<file path="src/rtl/bps_pkg.sv">
package bps_pkg;

  localparam int MAX_LINES  = 4096;
  localparam int LINE_IDX_W = $clog2(MAX_LINES);
  localparam int COORD_W    = 13;
  localparam int DIR_W      = 2;
  localparam int LC_W       = 13;
  localparam int LIM_W      = 12;
  localparam int ROI_W      = 12;
  localparam int DONE_W     = 12;
  localparam int ADDR_W     = 4;
  localparam int DATA_W     = 32;

  // Register indexes, taken from paddr[3:2].
  localparam logic [1:0] REG_SCAN_DIR   = 2'd0;
  localparam logic [1:0] REG_LINE_COUNT = 2'd1;
  localparam logic [1:0] REG_SEG_LIMIT  = 2'd2;
  localparam logic [1:0] REG_ROI_OFFSET = 2'd3;

  localparam logic [LC_W-1:0] LINE_COUNT_RST = LC_W'(4096);

  typedef struct packed {
    logic pixel_on;
    logic line_end;
    logic image_end;
  } bps_in_t;

  typedef struct packed {
    logic               has_segment;
    logic [COORD_W-1:0] seg_low;
    logic [COORD_W-1:0] seg_high;
    logic               last;
  } bps_out_t;

  typedef struct packed {
    logic [DIR_W-1:0] scan_direction;
    logic [LC_W-1:0]  line_count;
    logic [LIM_W-1:0] segment_limit;
    logic [ROI_W-1:0] roi_offset;
  } bps_cfg_t;

endpackage

</file>
<file path="src/rtl/bps_regs.sv">
module bps_regs (
  input  logic                       clk,
  input  logic                       rst_n,
  input  logic                       psel,
  input  logic                       penable,
  input  logic                       pwrite,
  input  logic [bps_pkg::ADDR_W-1:0] paddr,
  input  logic [bps_pkg::DATA_W-1:0] pwdata,
  output logic [bps_pkg::DATA_W-1:0] prdata,
  output logic                       pready,
  output bps_pkg::bps_cfg_t          cfg
);
  import bps_pkg::*;

  bps_cfg_t   cfg_r;
  bps_cfg_t   cfg_nxt;
  logic       wr_en;
  logic [1:0] reg_idx;

  assign pready  = 1'b1;
  assign wr_en   = psel & penable & pwrite;
  assign reg_idx = paddr[3:2];

  always_comb begin
    cfg_nxt = cfg_r;
    if (wr_en) begin
      unique case (reg_idx)
        REG_SCAN_DIR:   cfg_nxt.scan_direction = pwdata[DIR_W-1:0];
        REG_LINE_COUNT: cfg_nxt.line_count     = pwdata[LC_W-1:0];
        REG_SEG_LIMIT:  cfg_nxt.segment_limit  = pwdata[LIM_W-1:0];
        REG_ROI_OFFSET: cfg_nxt.roi_offset     = pwdata[ROI_W-1:0];
        default:        cfg_nxt = cfg_r;
      endcase
    end
  end

  always_ff @(posedge clk) begin
    if (!rst_n) begin
      cfg_r.scan_direction <= '0;
      cfg_r.line_count     <= LINE_COUNT_RST;
      cfg_r.segment_limit  <= '0;
      cfg_r.roi_offset     <= '0;
    end else begin
      cfg_r <= cfg_nxt;
    end
  end

  always_comb begin
    unique case (reg_idx)
      REG_SCAN_DIR:   prdata = DATA_W'(cfg_r.scan_direction);
      REG_LINE_COUNT: prdata = DATA_W'(cfg_r.line_count);
      REG_SEG_LIMIT:  prdata = DATA_W'(cfg_r.segment_limit);
      REG_ROI_OFFSET: prdata = DATA_W'(cfg_r.roi_offset);
      default:        prdata = '0;
    endcase
  end

  assign cfg = cfg_r;

endmodule

</file>
<file path="src/rtl/bps_core.sv">
module bps_core (
  input  logic               clk,
  input  logic               rst_n,
  input  bps_pkg::bps_cfg_t  cfg,
  input  logic               step,
  input  bps_pkg::bps_in_t   item,
  output logic               res_valid,
  output bps_pkg::bps_out_t  res
);
  import bps_pkg::*;

  logic                  lhp_r, lhp_nxt;
  logic                  in_seg_r, in_seg_nxt;
  logic [LINE_IDX_W-1:0] idx_r, idx_nxt;
  logic [COORD_W-1:0]    open_r, open_nxt;
  logic [DONE_W-1:0]     done_r, done_nxt;
  logic                  lim_r, lim_nxt;

  logic               back;
  logic               lhp;
  logic               le;
  logic [COORD_W-1:0] idx_c;
  logic [COORD_W-1:0] c_line;
  logic [COORD_W-1:0] c_edge;
  logic [COORD_W-1:0] closing;
  logic [COORD_W-1:0] open_after;
  logic [DONE_W-1:0]  done_inc;
  logic               open_now;
  logic               close_now;
  logic               in_seg_after;
  logic               lim_after;
  logic               edge_close;
  logic               has_seg;

  assign back  = cfg.scan_direction[0];
  assign lhp   = lhp_r | (item.pixel_on & ~lim_r);
  assign le    = item.line_end | item.image_end;
  assign idx_c = COORD_W'(idx_r);

  // Backward scans report a line's position plus one.
  assign c_line = (back ? (COORD_W'(cfg.line_count) - idx_c) : idx_c)
                  + COORD_W'(cfg.roi_offset);
  assign c_edge = (back ? '0 : COORD_W'(cfg.line_count)) + COORD_W'(cfg.roi_offset);

  assign open_now  = le & ~lim_r & lhp & ~in_seg_r;
  assign close_now = le & ~lim_r & ~lhp & in_seg_r;
  assign done_inc  = (done_r == {DONE_W{1'b1}}) ? done_r : done_r + 1'b1;

  assign in_seg_after = open_now | (in_seg_r & ~close_now);
  assign lim_after    = lim_r | (close_now & (cfg.segment_limit != '0)
                                 & (done_inc == DONE_W'(cfg.segment_limit)));
  assign open_after   = open_now ? c_line : open_r;

  // A segment still open when the image ends closes at the image edge.
  assign edge_close = item.image_end & ~close_now & in_seg_after & ~lim_after;
  assign has_seg    = close_now | edge_close;
  assign closing    = close_now ? c_line : c_edge;

  assign res_valid       = close_now | item.image_end;
  assign res.has_segment = has_seg;
  assign res.seg_low     = has_seg ? (back ? closing : open_after) : '0;
  assign res.seg_high    = has_seg ? (back ? open_after : closing) : '0;
  assign res.last        = item.image_end;

  always_comb begin
    lhp_nxt    = lhp;
    in_seg_nxt = in_seg_after;
    idx_nxt    = idx_r;
    open_nxt   = open_after;
    done_nxt   = close_now ? done_inc : done_r;
    lim_nxt    = lim_after;
    if (le) begin
      lhp_nxt = 1'b0;
      if (idx_r != LINE_IDX_W'(MAX_LINES - 1)) begin
        idx_nxt = idx_r + 1'b1;
      end
    end
    if (item.image_end) begin
      lhp_nxt    = 1'b0;
      in_seg_nxt = 1'b0;
      idx_nxt    = '0;
      open_nxt   = '0;
      done_nxt   = '0;
      lim_nxt    = 1'b0;
    end
  end

  always_ff @(posedge clk) begin
    if (!rst_n) begin
      lhp_r    <= 1'b0;
      in_seg_r <= 1'b0;
      idx_r    <= '0;
      open_r   <= '0;
      done_r   <= '0;
      lim_r    <= 1'b0;
    end else if (step) begin
      lhp_r    <= lhp_nxt;
      in_seg_r <= in_seg_nxt;
      idx_r    <= idx_nxt;
      open_r   <= open_nxt;
      done_r   <= done_nxt;
      lim_r    <= lim_nxt;
    end
  end

endmodule

</file>
<file path="src/rtl/binary_projection_segmenter.sv">
// Channel   Direction  Handshake          Payload
// in_       input      in_valid/in_stall  bps_in_t: pixel_on, line_end, image_end
// out_      output     out_valid/out_stall bps_out_t: has_segment, seg_low, seg_high, last
// cfg_      APB        psel/penable       four registers at byte address 4*i
//
// One pixel beat is taken per cycle unless the output stalls; a beat that yields a
// result goes through one input register and the segment logic to the result register.
// Reset clears the image state, both valid flags and the registers to their defaults.
// A stalled result holds the input register, which then stalls the input side.
module binary_projection_segmenter (
  input  logic                       clk,
  input  logic                       rst_n,
  input  logic                       in_valid,
  output logic                       in_stall,
  input  bps_pkg::bps_in_t           in_data,
  output logic                       out_valid,
  input  logic                       out_stall,
  output bps_pkg::bps_out_t          out_data,
  input  logic                       psel,
  input  logic                       penable,
  input  logic                       pwrite,
  input  logic [bps_pkg::ADDR_W-1:0] paddr,
  input  logic [bps_pkg::DATA_W-1:0] pwdata,
  output logic [bps_pkg::DATA_W-1:0] prdata,
  output logic                       pready
);
  import bps_pkg::*;

  bps_cfg_t cfg;
  bps_in_t  s1_item_r;
  logic     s1_valid_r, s1_valid_nxt;
  bps_out_t out_data_r;
  logic     out_valid_r, out_valid_nxt;
  logic     adv;
  logic     in_acc;
  logic     res_valid;
  bps_out_t res;

  bps_regs u_regs (
    .clk     (clk),
    .rst_n   (rst_n),
    .psel    (psel),
    .penable (penable),
    .pwrite  (pwrite),
    .paddr   (paddr),
    .pwdata  (pwdata),
    .prdata  (prdata),
    .pready  (pready),
    .cfg     (cfg)
  );

  bps_core u_core (
    .clk       (clk),
    .rst_n     (rst_n),
    .cfg       (cfg),
    .step      (adv),
    .item      (s1_item_r),
    .res_valid (res_valid),
    .res       (res)
  );

  // The held beat moves on when the result register is empty or being drained.
  assign adv      = s1_valid_r & (~out_valid_r | ~out_stall);
  assign in_stall = s1_valid_r & ~adv;
  assign in_acc   = in_valid & ~in_stall;

  always_comb begin
    s1_valid_nxt = s1_valid_r;
    if (in_acc) begin
      s1_valid_nxt = 1'b1;
    end else if (adv) begin
      s1_valid_nxt = 1'b0;
    end
    if (adv & res_valid) begin
      out_valid_nxt = 1'b1;
    end else if (out_stall) begin
      out_valid_nxt = out_valid_r;
    end else begin
      out_valid_nxt = 1'b0;
    end
  end

  always_ff @(posedge clk) begin
    if (!rst_n) begin
      s1_valid_r  <= 1'b0;
      out_valid_r <= 1'b0;
    end else begin
      s1_valid_r  <= s1_valid_nxt;
      out_valid_r <= out_valid_nxt;
    end
  end

  always_ff @(posedge clk) begin
    if (in_acc) begin
      s1_item_r <= in_data;
    end
    if (adv & res_valid) begin
      out_data_r <= res;
    end
  end

  assign out_valid = out_valid_r;
  assign out_data  = out_data_r;

endmodule
</file>
<file path="config.mk">
export PLATFORM = sky130hd
export DESIGN_NAME = binary_projection_segmenter
export DESIGN_NICKNAME = d
export VERILOG_FILES = /design/src/rtl/bps_pkg.sv /design/src/rtl/bps_regs.sv /design/src/rtl/bps_core.sv /design/src/rtl/binary_projection_segmenter.sv
export SDC_FILE = /design/constraint.sdc
export NUM_CORES = 1
export LEC_CHECK = 0
export ABC_AREA = 1
export ABC_CLOCK_PERIOD_IN_PS = 9630
export BUFFER_PORTS_ARGS = -buffer_cell sky130_fd_sc_hd__clkbuf_2
export CORE_MARGIN = 4
export CORE_UTILIZATION = 53
export CTS_BUF_LIST = sky130_fd_sc_hd__clkbuf_16
export DETAILED_ROUTE_END_ITERATION = 12
export HOLD_SLACK_MARGIN = 0.15
export PLACE_DENSITY_LB_ADDON = 0.12
export SYNTH_ARGS = -nofsm -noshare
export SYNTH_HDL_FRONTEND = slang
export SYNTH_SLANG_ARGS = --single-unit
</file>
<file path="constraint.sdc">
create_clock -name clk -period 9.63 [get_ports clk]
set_input_delay 1.926 -clock clk [delete_from_list [all_inputs] [get_ports clk]]
set_output_delay 1.926 -clock clk [all_outputs]
set_load 0.01 [all_outputs]
</file>
# Word level (Yosys, flattened, before mapping)
# Cells that the tools add are included.
# word_totals
regBits	112
latch_bits	0
ram_bits	0
rom_bits	0
in_bits	46
mem_count	0
# op_classes
n_addsub	5
multipliers	0
div_mod_pow	0
order_cmp	0
eq_ne	7
shift	0
mux	22
n_bitwise	34
reduce_logical	12
# op_table
op	n
$pmux 32 s4	1
$mux 13	7
$mux 12	6
$add 13x12->13	2
$add 12x1->12 const B	2
$and 1x1->1	18
$sub 13x12->13	1
$eq 12x12->1	1
$eq 12x12->1 const B	1
$ne 12x12->1 const B	1
$reduce_bool 12->1	1
$reduce_and 2->1	5
$not 1->1	9
$mux 1	8
$reduce_bool 2->1	4
$or 1x1->1	7
$eq 2x2->1 const B	2
$reduce_and 3->1	1
$eq 2x1->1 const B	1
$logic_not 2->1	1
$ne 2x1->1 const B	1

# Logic depth before layout (Yosys ltp)
# Gate-level depths: netlist of the first run.
# logic_depth
depth_word	12
depth_mapped	26
mapped_depth_nobuf	26

# Hierarchy
# From an unflattened synthesis of the first run, not the netlist that was laid out.
# unflattened
hier_cells	1246
hier_area_um2	8156.6
# by_module_without_submodules
mod	instances	cells_per_inst	area_each_um2	seq_area_each_um2
bps_core	1	883	5063.6	800.8
bps_regs	1	315	2055.7	780.7
binary_projection_segmenter	1	48	1037.2	970.9

# Worst setup path before layout of the first run
# Ideal clock, no wire load.
# synth_timing
path_type	input-to-output
start	input paddr[2] in the netlist's numbering
end	output prdata[10] in the netlist's numbering
t_arrival_ps	2622
required_time_ps	7704
slack_ps	5082
cell_stages	5
path_cell_list	inv_1 nor2_1 inv_1 clkbuf_1 o221ai_1
# synth_via
elab_chain_cells	2
# synth_rtl
element	line_no	source
start: declaration	binary_projection_segmenter.sv:22	input logic [bps_pkg::ADDR_W-1:0] paddr,
$eq 2x2->1, or another cell as far along	bps_regs.sv:49	unique case (reg_idx)
$pmux 32 s4 (*)	bps_regs.sv:49	
end: declaration	binary_projection_segmenter.sv:24	output logic [bps_pkg::DATA_W-1:0] prdata,
# Mark *: on every way between the ends. The rest lies on a longest branch, timed or not. The select of a mux whose other input is x is not followed.

# Worst setup path in the final report of the first run
# layout_timing
start	input paddr[2] in the netlist's numbering
end	output prdata[9] in the netlist's numbering
# Same word-level chain as after synthesis.

==> summary.txt, run 1 <==
Critical path
  • Worst path bufs/invs: 4
  • WS Path Type: primary input to output pin
  • Max stage delay on crit path: 0.28 ns
  • Reg-to-reg startpoint: u_regs.cfg[37]
  • Worst setup EP type: output pin
  • Worst Reg2Reg Path Length in Cells: 15
  • Crit path cell chain: clkbuf_2, inv_1, nor2_1, inv_1, o221ai_1, clkbuf_2
  • Stages on the worst setup path: 6
  • Worst Setup EP: prdata[9]
  • Reg-to-reg slack, setup: between 5 and 6 ns
  • CP max stage cell: o221ai_1
  • R2R Path End: out_data[24]
  • Req. time, crit path: 7.70 ns
  • Arr. time, crit path: 2.95 ns
  • CP startpoint: paddr[2]
  • Cell family with most CP delay: buffers and inverters
  • CP startpoint kind: primary input
  • Maximum fanout along the worst path: 12

Synthesis
  • Mapped Area: 7800 um2
  • Seq/Total Area, Yosys: 0.327
  • Most numerous cell in the Yosys netlist: nand2_1
  • Asr flop ratio synth: 0
  • Syn Area/Cell: ~6.8 um2
  • Top FF cell, synth: dfxtp_1
  • Yosys cell types: 46
  • Seq cells post-synth: 112
  • Area share of the largest cell type after synthesis: 0.208
  • Yosys Warn Count: 0
  • Top cells by count, synth: 284 x nand2_1, 134 x inv_1, 104 x nor2_1
  • Top cells by area, synth: dfxtp_1 21%, nand2_1 14%, edfxtp_1 12%
  • Gate Count Post-Synth: 1155
  • Synth area leader: dfxtp_1
  • EDFF count, synth: 31

Global routing
  • GR Overflow Total: 0
  • Largest net degree at the start of global routing: 57
  • Initial antenna violation count: 0
  • Tot GR Track Use: 0.248
  • First-pass GRT wire length: between 30000 and 40000 um
  • Vias in the first global route: roughly 6700

CTS
  • Sink Count: 112
  • H-tree depth: 3
  • Root Driver: clkbuf_16
  • PostCTS Resize Cnt: 0
  • Worst-path clk slew: 0.07 ns
  • Latest clock arrival within the worst-skew pair: 0.36 ns
  • Setup Buffers After CTS: 0
  • Cts hold-fix bufs: 0
  • Clock Path Buffers: 2
  • TritonCTS clock tree: done
  • Cts bufs inserted: 9

Route
  • Post-route DRC: 0
  • Wire length per cell: 14.7 um
  • Final wirelength: 20400 um
  • DRT iter0 DRCs: approximately 600
  • Via count: 7560
  • Post-route ant nets: 0
  • Via density per instance: 5.45
  • TritonRoute pass-1 iters: 5

Final layout
  • Antenna diodes: 0
  • Area Overhead vs Synth: 7.81%
  • Fill cells: 1449
  • Nets@finish: 1285
  • Share of cells above drive strength 1: 0.104
  • Post-Layout Cell Count: 1387

Timing
  • Fin crit period: 4.87 ns
  • Final cycle utilization of the critical path: 0.506
  • RSZ-0062 raised after global routing: no
  • Skew final: 0.00798 ns
  • Setup Total Neg Slack: 0 ns
  • Relative slew slack: 0.222
  • Final Max Tran Viols: 0
  • Fmax: a little over 0.2 GHz
  • Final setup fails: 0
  • Hold Fails Final Rpt: 0
  • Slew @ Worst Pin: 1.17 ns

Floorplanning
  • Die Span Y: around 130 um
  • CORE AREA: 14500 um2
  • I/O pin cnt: 109
  • Width of the die: approximately 130 um
  • Placement Rows: 44
  • Initial core utilization: 0.539
  • Die ar.: 16700 um2

Job
  • Max-cap violations: 0

Power and ir drop
  • PD cells: 116 nW/um2
  • VDD IR-drop max: 0.0000790 V
  • Lkg Pwr: 3.74 nW

Placed design
  • IO buf count: 67
  • DP Cell Count: 1371
  • HPWL after DPL: about 16000 um
  • Gpl congestion: around 0.96

Run status
  • Status: finished clean

Hold path
  • HP Class: register to register
-- logic make-up (layout without fill, tap and decap cells) --
family                     count (synthesis)  after routing  synth area share
other                                      2             20          0.000962
xor gates and xnor gates                  12             12            0.0135
buffers and inverters                    194            224             0.108
DFF                                      112            112             0.327
muxes                                      1              1           0.00128
AOI/OAI and AO/OA                        244            244             0.179
and+or+nand+nor                          549            549             0.302
adders and majority gates                 41             41            0.0686
-- through the flow --
stage / power [mW] / instance area, um2 / hold slack (ns) / setup slack, ns / util
final: 0.979 / 8410 / 0.463 / 4.76 / 0.581
after global routing: 1.02 / 8410 / 0.498 / 4.71 / 0.581
after CTS: 0.984 / 8410 / 0.465 / 4.79 / 0.581
after detailed placement: 0.643 / 8150 / 0.455 / 4.79 / 0.563
after global placement: 0.641 / 8150 / 0.448 / 4.81 / 0.563
after floorplan: 0.612 / 7870 / 0.441 / 5.08 / -
-- where the power goes --
group	internal (mW)	switching, mW
combinational	0.0429	0.0902
sequential	0.494	0.00664
clock	0.173	0.172
total	0.710	0.269
-- worst min-delay path: cells and delay by family, from the launching register on --
kind | cells | cell delay, ns
AND/OR/NAND/NOR | 1 | 0.06
AO/OA/AOI/OAI | 1 | 0.05
flip-flops | 1 | 0.31
-- layout by cell type (no fill, tap or decap), drive strengths merged, types with 8 or more instances in the layout --
cell and count:
ha 38, a21boi 16, clkbuf 76, edfxtp 31
nand2 290, dfxtp 81, o221ai 10, nor3 15
inv 138, conb 20, xor2 8, nor2 109
a21oi 103, or2 12, nand3 107, o21ai 89
nand4 13
-- flip-flops by register name, indices dropped and copies added (netlist names) --
name	cells
u_core.lhp_r	1
s1_valid_r	1
u_core.done_r	12
u_core.lim_r	1
u_core.open_r	13
u_core.idx_r	12
s1_item_r	3
u_regs.cfg	39
out_valid	1
u_core.in_seg_r	1
out_data	28
-- area by class of cell --
type,instances,area (um2),share of cell area
flip-flops and latches,112,2550,0.303
clock buffers,9,225,0.0268
repair buffers,73,380,0.0452
well taps,184,230,0.0274
clock inverters,7,40.0,0.00476
multi-input cells,867,4480,0.532
inverters,135,507,0.0602
-- routing by layer --
layer / vias to the layer above / share of wire / global-route usage
met3: 36 / 0.057 / 0.0375
met5: - / 0 / 0
met1: 3410 / 0.46 / 0.340
met2: 227 / 0.46 / 0.405
li1: 3887 / - / -
met4: 0 / 0.024 / 0.0760
-- worst min-delay path by stage --
| stage | from | end | cells after the start |
|---|---|---|---|
| after floorplan | u_core.open_r[10] | u_core.open_r[10] | 2 |
| after global placement | u_core.open_r[8] | u_core.open_r[8] | 2 |
| after detailed placement | u_core.open_r[10] | u_core.open_r[10] | 2 |
| after CTS | u_core.open_r[10] | u_core.open_r[10] | 2 |
| after global routing | u_core.open_r[10] | u_core.open_r[10] | 2 |
| final | u_core.open_r[10] | u_core.open_r[10] | 2 |
Power figures use the tool's default switching activity.
==> inputs of run 2 (changes only) <==
- ABC_CLOCK_PERIOD_IN_PS: 9630 -> 4300
- clock period: 9.63 -> 4.3 ns (I/O delays scaled with it)
==> summary.txt, run 2 (synthesis results as in run 1) <==
Timing
  • Final cycle utilization of the critical path: 0.883
  • Final worst slack: 0.505 ns (-4.25 ns)
  • Final Max Tran Viols: 0 (unchanged)
  • Fmax: roughly 0.26 GHz
  • Skew final: 0.0107 ns (+0.00275 ns)
  • Hold Fails Final Rpt: 0 (unchanged)
  • Setup Total Neg Slack: 0 ns (unchanged)
  • Relative slew slack: 0.287 (+0.0645)
  • Final setup fails: 0 (unchanged)
  • Fin crit period: 3.80 ns
  • RSZ-0062 raised after global routing: no
  • Slew @ Worst Pin: 1.07 ns (-0.0994 ns)

Global routing
  • Largest net degree at the start of global routing: 43 (-25%)
  • Initial antenna violation count: 0 (unchanged)
  • First-pass GRT wire length: 34100 um (+3.1%)
  • Tot GR Track Use: 0.255 (+0.00762)
  • Vias in the first global route: 6909 (+3.1%)
  • GR Overflow Total: 0 (unchanged)

Placed design
  • Place WS: 0.487 ns (-4.30 ns)
  • IO buf count: 67 (unchanged)
  • Gpl congestion: 0.992 (+3.5%)
  • HPWL after DPL: 16200 um (+2.0%)

Final layout
  • Max FFs per register: 39 (unchanged)
  • Commonest non-fill, non-tap cells in the layout: 284 x nand2_1, 135 x inv_1, 104 x nor2_1
  • Finished Core Util: 0.583 (+0.00207)
  • Antenna diodes: 0 (unchanged)
  • Nets@finish: 1289 (+0.31%)
  • Area Overhead vs Synth: 8.19%
  • Share of cells above drive strength 1: 0.105 (+0.00131)
  • Fill cells: 1441 (-0.55%)
  • Most common cell after layout, fill and taps aside: nand2_1

Route
  • Via density per instance: 5.42 (-0.52%)
  • Wire length per cell: 14.9 um (+0.94%)
  • TritonRoute pass-1 iters: 5 (unchanged)
  • DRT met1 WL: 9520 um (+1.9%)
  • Max Used Layer: met4
  • Post-route ant nets: 0 (unchanged)
  • Post-route DRC: 0 (unchanged)
  • Routed wl met3: 1110 um (-4.8%)
  • DRT iter0 DRCs: 534 (-10%)
  • Final wirelength: 20700 um (+1.2%)
  • Via count: 7542 (-0.24%)
  • Met2 Routed Length: 9540 um (+1.2%)

Critical path
  • Req. time, crit path: 4.39 ns (-3.31 ns)
  • Worst setup EP type: register
  • CP startpoint kind: register
  • R2R Path End: out_data[11]
  • Reg-to-reg startpoint: u_regs.cfg[24]
  • CP max stage cell: fa_1
  • Worst path bufs/invs: 3 (-1)
  • Max stage delay on crit path: 0.40 ns (+0.12 ns)
  • Maximum fanout along the worst path: 5 (-7)
  • Worst Reg2Reg Path Length in Cells: 19 (+4)
  • Reg-to-reg slack, setup: 0.50 ns (-5.03 ns)
  • WS Path Type: register to register
  • Arr. time, crit path: 3.88 ns (+0.93 ns)
  • Cell family with most CP delay: compound AO/OA/AOI/OAI gates
  • Crit path cell chain: inv_1, ha_1, inv_1, fa_1, nand3_1, nand2_1, a31oi_1, xor2_1, o21ai_0, ha_1, nand2_1, inv_1, a21oi_1, a21oi_1, o21ai_0, nand3_1, nand3_1, nand2_1, a21boi_1

Hold path
  • HP Class: register to register
  • HP Start: u_core.open_r[9]
  • Hold depth: 2 (unchanged)
  • Hold Path End: u_core.open_r[9]

Job
  • Max-cap violations: 0 (unchanged)

Floorplanning
  • Placement Rows: 44 (unchanged)
  • CORE AREA: 14500 um2 (unchanged)
  • Die Span Y: 129 um (unchanged)
  • Die ar.: 16700 um2 (unchanged)
  • Initial core utilization: 0.539 (unchanged)
  • Width of the die: 129 um (unchanged)
  • I/O pin cnt: 109 (unchanged)

Power and ir drop
  • VDD IR-drop max: 0.000197 V (+150%)
  • Post-layout total power: 2.19 mW (+120%)
  • PD cells: 260 nW/um2 (+120%)
  • Lkg Pwr: 3.75 nW (+0.29%)

Run status
  • Status: finished clean

CTS
  • Cts hold-fix bufs: 0 (unchanged)
  • Root Driver: clkbuf_16
  • Worst-path clk slew: 0.07 ns (about the same)
  • TritonCTS clock tree: done
  • H-tree depth: 3 (unchanged)
  • Cts bufs inserted: 9 (unchanged)
  • Clock Path Buffers: 2 (unchanged)
  • Sink Count: 112 (unchanged)
  • Latest clock arrival within the worst-skew pair: 0.36 ns (about the same)
## run 2: report_power, final
part           internal [mW]  total (mW)  leakage (nW)  switching, mW
clock                  0.387       0.772         0.129          0.384
sequential              1.11        1.12         0.945         0.0153
combinational         0.0979       0.299          2.68          0.201
total                   1.59        2.19          3.75          0.601
## run 2: cell type report
class	instances	area, um2	area share
Sequential cell	112	2550	0.302
Tap cell	184	230	0.0273
Multi-Input combinational cell	867	4480	0.530
Inverter	135	507	0.0600
Clock inverter	7	40.0	0.00474
Clock buffer	9	225	0.0267
Timing Repair Buffer	77	410	0.0486
## run 2: worst reg2reg max path, cell delays in order (launching register included)
cell and delay [ns]:
dfxtp_1 0.31, inv_1 0.17, ha_1 0.20, inv_1 0.08, fa_1 0.40, nand3_1 0.09
nand2_1 0.13, a31oi_1 0.20, xor2_1 0.09, o21ai_0 0.29, ha_1 0.36, nand2_1 0.11
inv_1 0.04, a21oi_1 0.27, a21oi_1 0.13, o21ai_0 0.22, nand3_1 0.16, nand3_1 0.10
nand2_1 0.05, a21boi_1 0.12
## run 2: metrics by stage
| stage | instances | instance area [um2] | hold WS [ns] |
|---|---|---|---|
| after floorplan | 1173 | 7870 | 0.441 |
| after global placement | 1375 | 8180 | 0.448 |
| after detailed placement | 1375 | 8180 | 0.454 |
| after CTS | 1391 | 8440 | 0.465 |
| after global routing | 1391 | 8440 | 0.482 |
| final | 1391 | 8440 | 0.465 |
## run 2: worst max path at each step
stage                         to       startpoint  cells past startpoint  slack [ns]
floorplan           out_data[26]  u_core.idx_r[6]                     25        1.09
global placement    out_data[26]   u_regs.cfg[24]                     24        0.54
detailed placement  out_data[26]   u_regs.cfg[24]                     24        0.49
CTS                 out_data[26]   u_regs.cfg[24]                     24        0.48
global route        out_data[26]   u_regs.cfg[24]                     24        0.06
finish              out_data[11]   u_regs.cfg[24]                     19        0.50
## run 2: timing repair
item                                    4_1_cts  5_1_grt
buffers inserted                              0        0
endpoints found under the setup margin        0        1
resized for setup                             0        1
## run 2: per-layer routing
layer / global-route usage / vias up
met5: 0 / -
met4: 0.0920 / 0
met3: 0.0354 / 31
met2: 0.413 / 197
met1: 0.350 / 3416
li1: - / 3898
==> inputs of run 3 (changes only) <==
- ABC_CLOCK_PERIOD_IN_PS: 4300 -> 3100
- CORE_MARGIN: 4 -> not set
- SLEW_MARGIN: not set -> 10
- clock period: 4.3 -> 3.1 ns (I/O delays scaled with it)
==> summary.txt, run 3 (synthesis results as in run 1) <==
Run status
  • Status: finished, violations left
  • Failing checks: negative setup slack

Final layout
  • Commonest non-fill, non-tap cells in the layout: 265 x nand2_1, 125 x inv_1, 97 x nor2_1
  • Max FFs per register: 39 (unchanged)
  • Multi-input logic area: 5050 um2 (+13%)
  • Antenna diodes: 0 (unchanged)
  • Finished Core Util: 0.685 (+0.102)
  • Area Overhead vs Synth: 23.7%
  • Register area: 2560 um2 (+0.34%)
  • Share of cells above drive strength 1: 0.250 (+0.145)
  • Nets@finish: 1368 (+6.1%)
  • Most common cell after layout, fill and taps aside: nand2_1
  • Fill cells: 1233 (-14%)

Route
  • Post-route DRC: 0 (unchanged)
  • TritonRoute pass-1 iters: 5 (unchanged)
  • DRT iter0 DRCs: 645 (+21%)
  • Wire length per cell: 15.3 um (+3.3%)
  • Final wirelength: 22500 um (+8.9%)
  • Via count: 7984 (+5.9%)
  • Via density per instance: 5.45 (+0.44%)
  • Post-route ant nets: 0 (unchanged)

Timing
  • Final hold slack: 0.430 ns (-0.0351 ns)
  • Final setup fails: 19 (+19)
  • Setup Total Neg Slack: -2.28 ns (-2.28 ns)
  • Final Max Tran Viols: 0 (unchanged)
  • Fin crit period: 3.32 ns (-0.479 ns)
  • Skew final: 0.00791 ns (-0.00283 ns)
  • Slew @ Worst Pin: 0.598 ns (-0.468 ns)
  • Final cycle utilization of the critical path: 1.07 (+0.187)
  • Hold Fails Final Rpt: 0 (unchanged)
  • Relative slew slack: 0.601 (+0.314)
  • Final worst slack: -0.217 ns (-0.721 ns)
  • RSZ-0062 raised after global routing: yes
  • Fmax: 0.302 GHz (+14%)

Placed design
  • HPWL after DPL: 16800 um (+3.4%)
  • IO buf count: 67 (unchanged)
  • Place WS: -0.368 ns (-0.855 ns)
  • Gpl congestion: 0.938 (-5.4%)

Power and ir drop
  • VDD IR-drop max: 0.000247 V (+25%)
  • Clk network pwr share: 0.354 (+0.002)
  • PD cells: 334 nW/um2 (+29%)
  • Logic pwr share: 0.163 (+0.027)
  • Sequential power share: 0.482 (-0.029)
  • Switching Fraction: 0.279 (+0.00504)
  • Internal power: 2.32 mW (+46%)
  • Lkg Pwr: 4.28 nW (+14%)
  • Switching pwr: 899 uW (+50%)

Global routing
  • Largest net degree at the start of global routing: 42 (-2.3%)
  • Vias in the first global route: 7235 (+4.7%)
  • GR Overflow Total: 0 (unchanged)
  • Tot GR Track Use: 0.301 (+0.0461)
  • First-pass GRT wire length: 35300 um (+3.6%)
  • Initial antenna violation count: 0 (unchanged)

CTS
  • Root Driver: clkbuf_16
  • TritonCTS clock tree: done
  • Cts bufs inserted: 9 (unchanged)
  • Worst-path clk slew: 0.08 ns (about the same)
  • Latest clock arrival within the worst-skew pair: 0.36 ns (about the same)
  • H-tree depth: 3 (unchanged)
  • Cts hold-fix bufs: 0 (unchanged)
  • Clock Path Buffers: 2 (unchanged)
  • Sink Count: 112 (unchanged)

Floorplanning
  • Die ar.: 15200 um2 (-9.1%)
  • Initial core utilization: 0.554 (+0.0146)
  • Die Span Y: 123 um (-4.6%)
  • CORE AREA: 14100 um2 (-2.6%)
  • I/O pin cnt: 109 (unchanged)
  • Width of the die: 123 um (-4.6%)
  • Placement Rows: 43 (-2.3%)

Critical path
  • WS Path Type: register to register
  • Maximum fanout along the worst path: 4 (-1)
  • Arr. time, crit path: 3.42 ns (-0.46 ns)
  • Worst setup EP type: register
  • Req. time, crit path: 3.20 ns (-1.19 ns)
  • CP startpoint kind: register

Hold path
  • HP Class: primary input to register

Job
  • Max-cap violations: 0 (unchanged)
[run 3: cell types whose count changed in the layout (fill, tap and decap cells not counted), moves of 10 or more]
| cell | previous run | this run |
|---|---|---|
| inv_1 | 135 | 125 |
| a21oi_1 | 93 | 82 |
| buf_4 | 10 | 85 |
| nand2_1 | 284 | 265 |
| nand2_2 | 6 | 23 |
| ha_1 | 38 | 25 |
| nand3_1 | 103 | 80 |
| nand3_2 | 2 | 24 |
| o21ai_0 | 87 | 70 |
| ha_4 | 0 | 12 |
[run 3: worst paths after layout]
path | start | to | slack (ns) | depth (start not counted)
max | u_regs.cfg[24] | out_data[25] | -0.22 | 21
min | in_data[0] | s1_item_r[0] | 0.43 | 1
max reg2reg | u_regs.cfg[24] | out_data[25] | -0.22 | 21
min reg2reg | u_core.open_r[0] | u_core.open_r[0] | 0.47 | 2
[run 3: per-stage QoR]
step                      instance area, um2  power (mW)  cells
after floorplan                         7950        1.91   1173
after global placement                  8790        2.03   1442
after detailed placement                8790        2.04   1442
after CTS                               9300        3.18   1460
after global routing                    9650        3.34   1466
final                                   9650        3.22   1466
[run 3: layout make-up]
type	count	area share
multi-input combinational	867	0.523
clock inverter	6	0.00337
inverter	135	0.0530
sequential	112	0.265
tap	180	0.0233
clock buffer	10	0.0259
timing repair buffer	156	0.106
[run 3: layer usage]
layer,wire length (um),vias up,track usage
li1,-,4040,-
met1,9900,3653,0.400
met2,10800,252,0.506
met3,1220,39,0.0295
met4,566,0,0.111
met5,0,-,0
[run 3: power by group through the flow]
stage	Sequential (mW)	Combinational (mW)	Clock, mW
6_report	1.55	0.526	1.14
5_1_grt	1.56	0.580	1.20
4_1_cts	1.55	0.480	1.15
3_5_place_dp	1.59	0.456	0
3_3_place_gp	1.58	0.449	0
2_1_floorplan	1.59	0.321	0
[run 3: worst max-delay path, stage by stage (launching register included)]
cell      delay (ns)
dfxtp_2         0.34
inv_4           0.07
ha_4            0.14
inv_2           0.04
fa_2            0.34
nand3_2         0.09
nand2_4         0.08
a21oi_4         0.17
inv_2           0.05
a31oi_1         0.19
xor2_1          0.19
o21ai_2         0.12
ha_4            0.31
buf_6           0.11
inv_2           0.04
nor3_2          0.15
nand2_1         0.11
nand3_2         0.11
nand3_2         0.10
nand3_2         0.11
nand2_1         0.05
a21boi_2        0.14
[run 3: timing repair]
| item | in CTS | in global routing |
|---|---|---|
| hold endpoints to repair | 0 | 0 |
| buffers inserted | 3 | 6 |
| resized for setup | 60 | 78 |
| gates cloned | 0 | 0 |
| endpoints found under the setup margin | 25 | 30 |
| pin swaps | 33 | 42 |
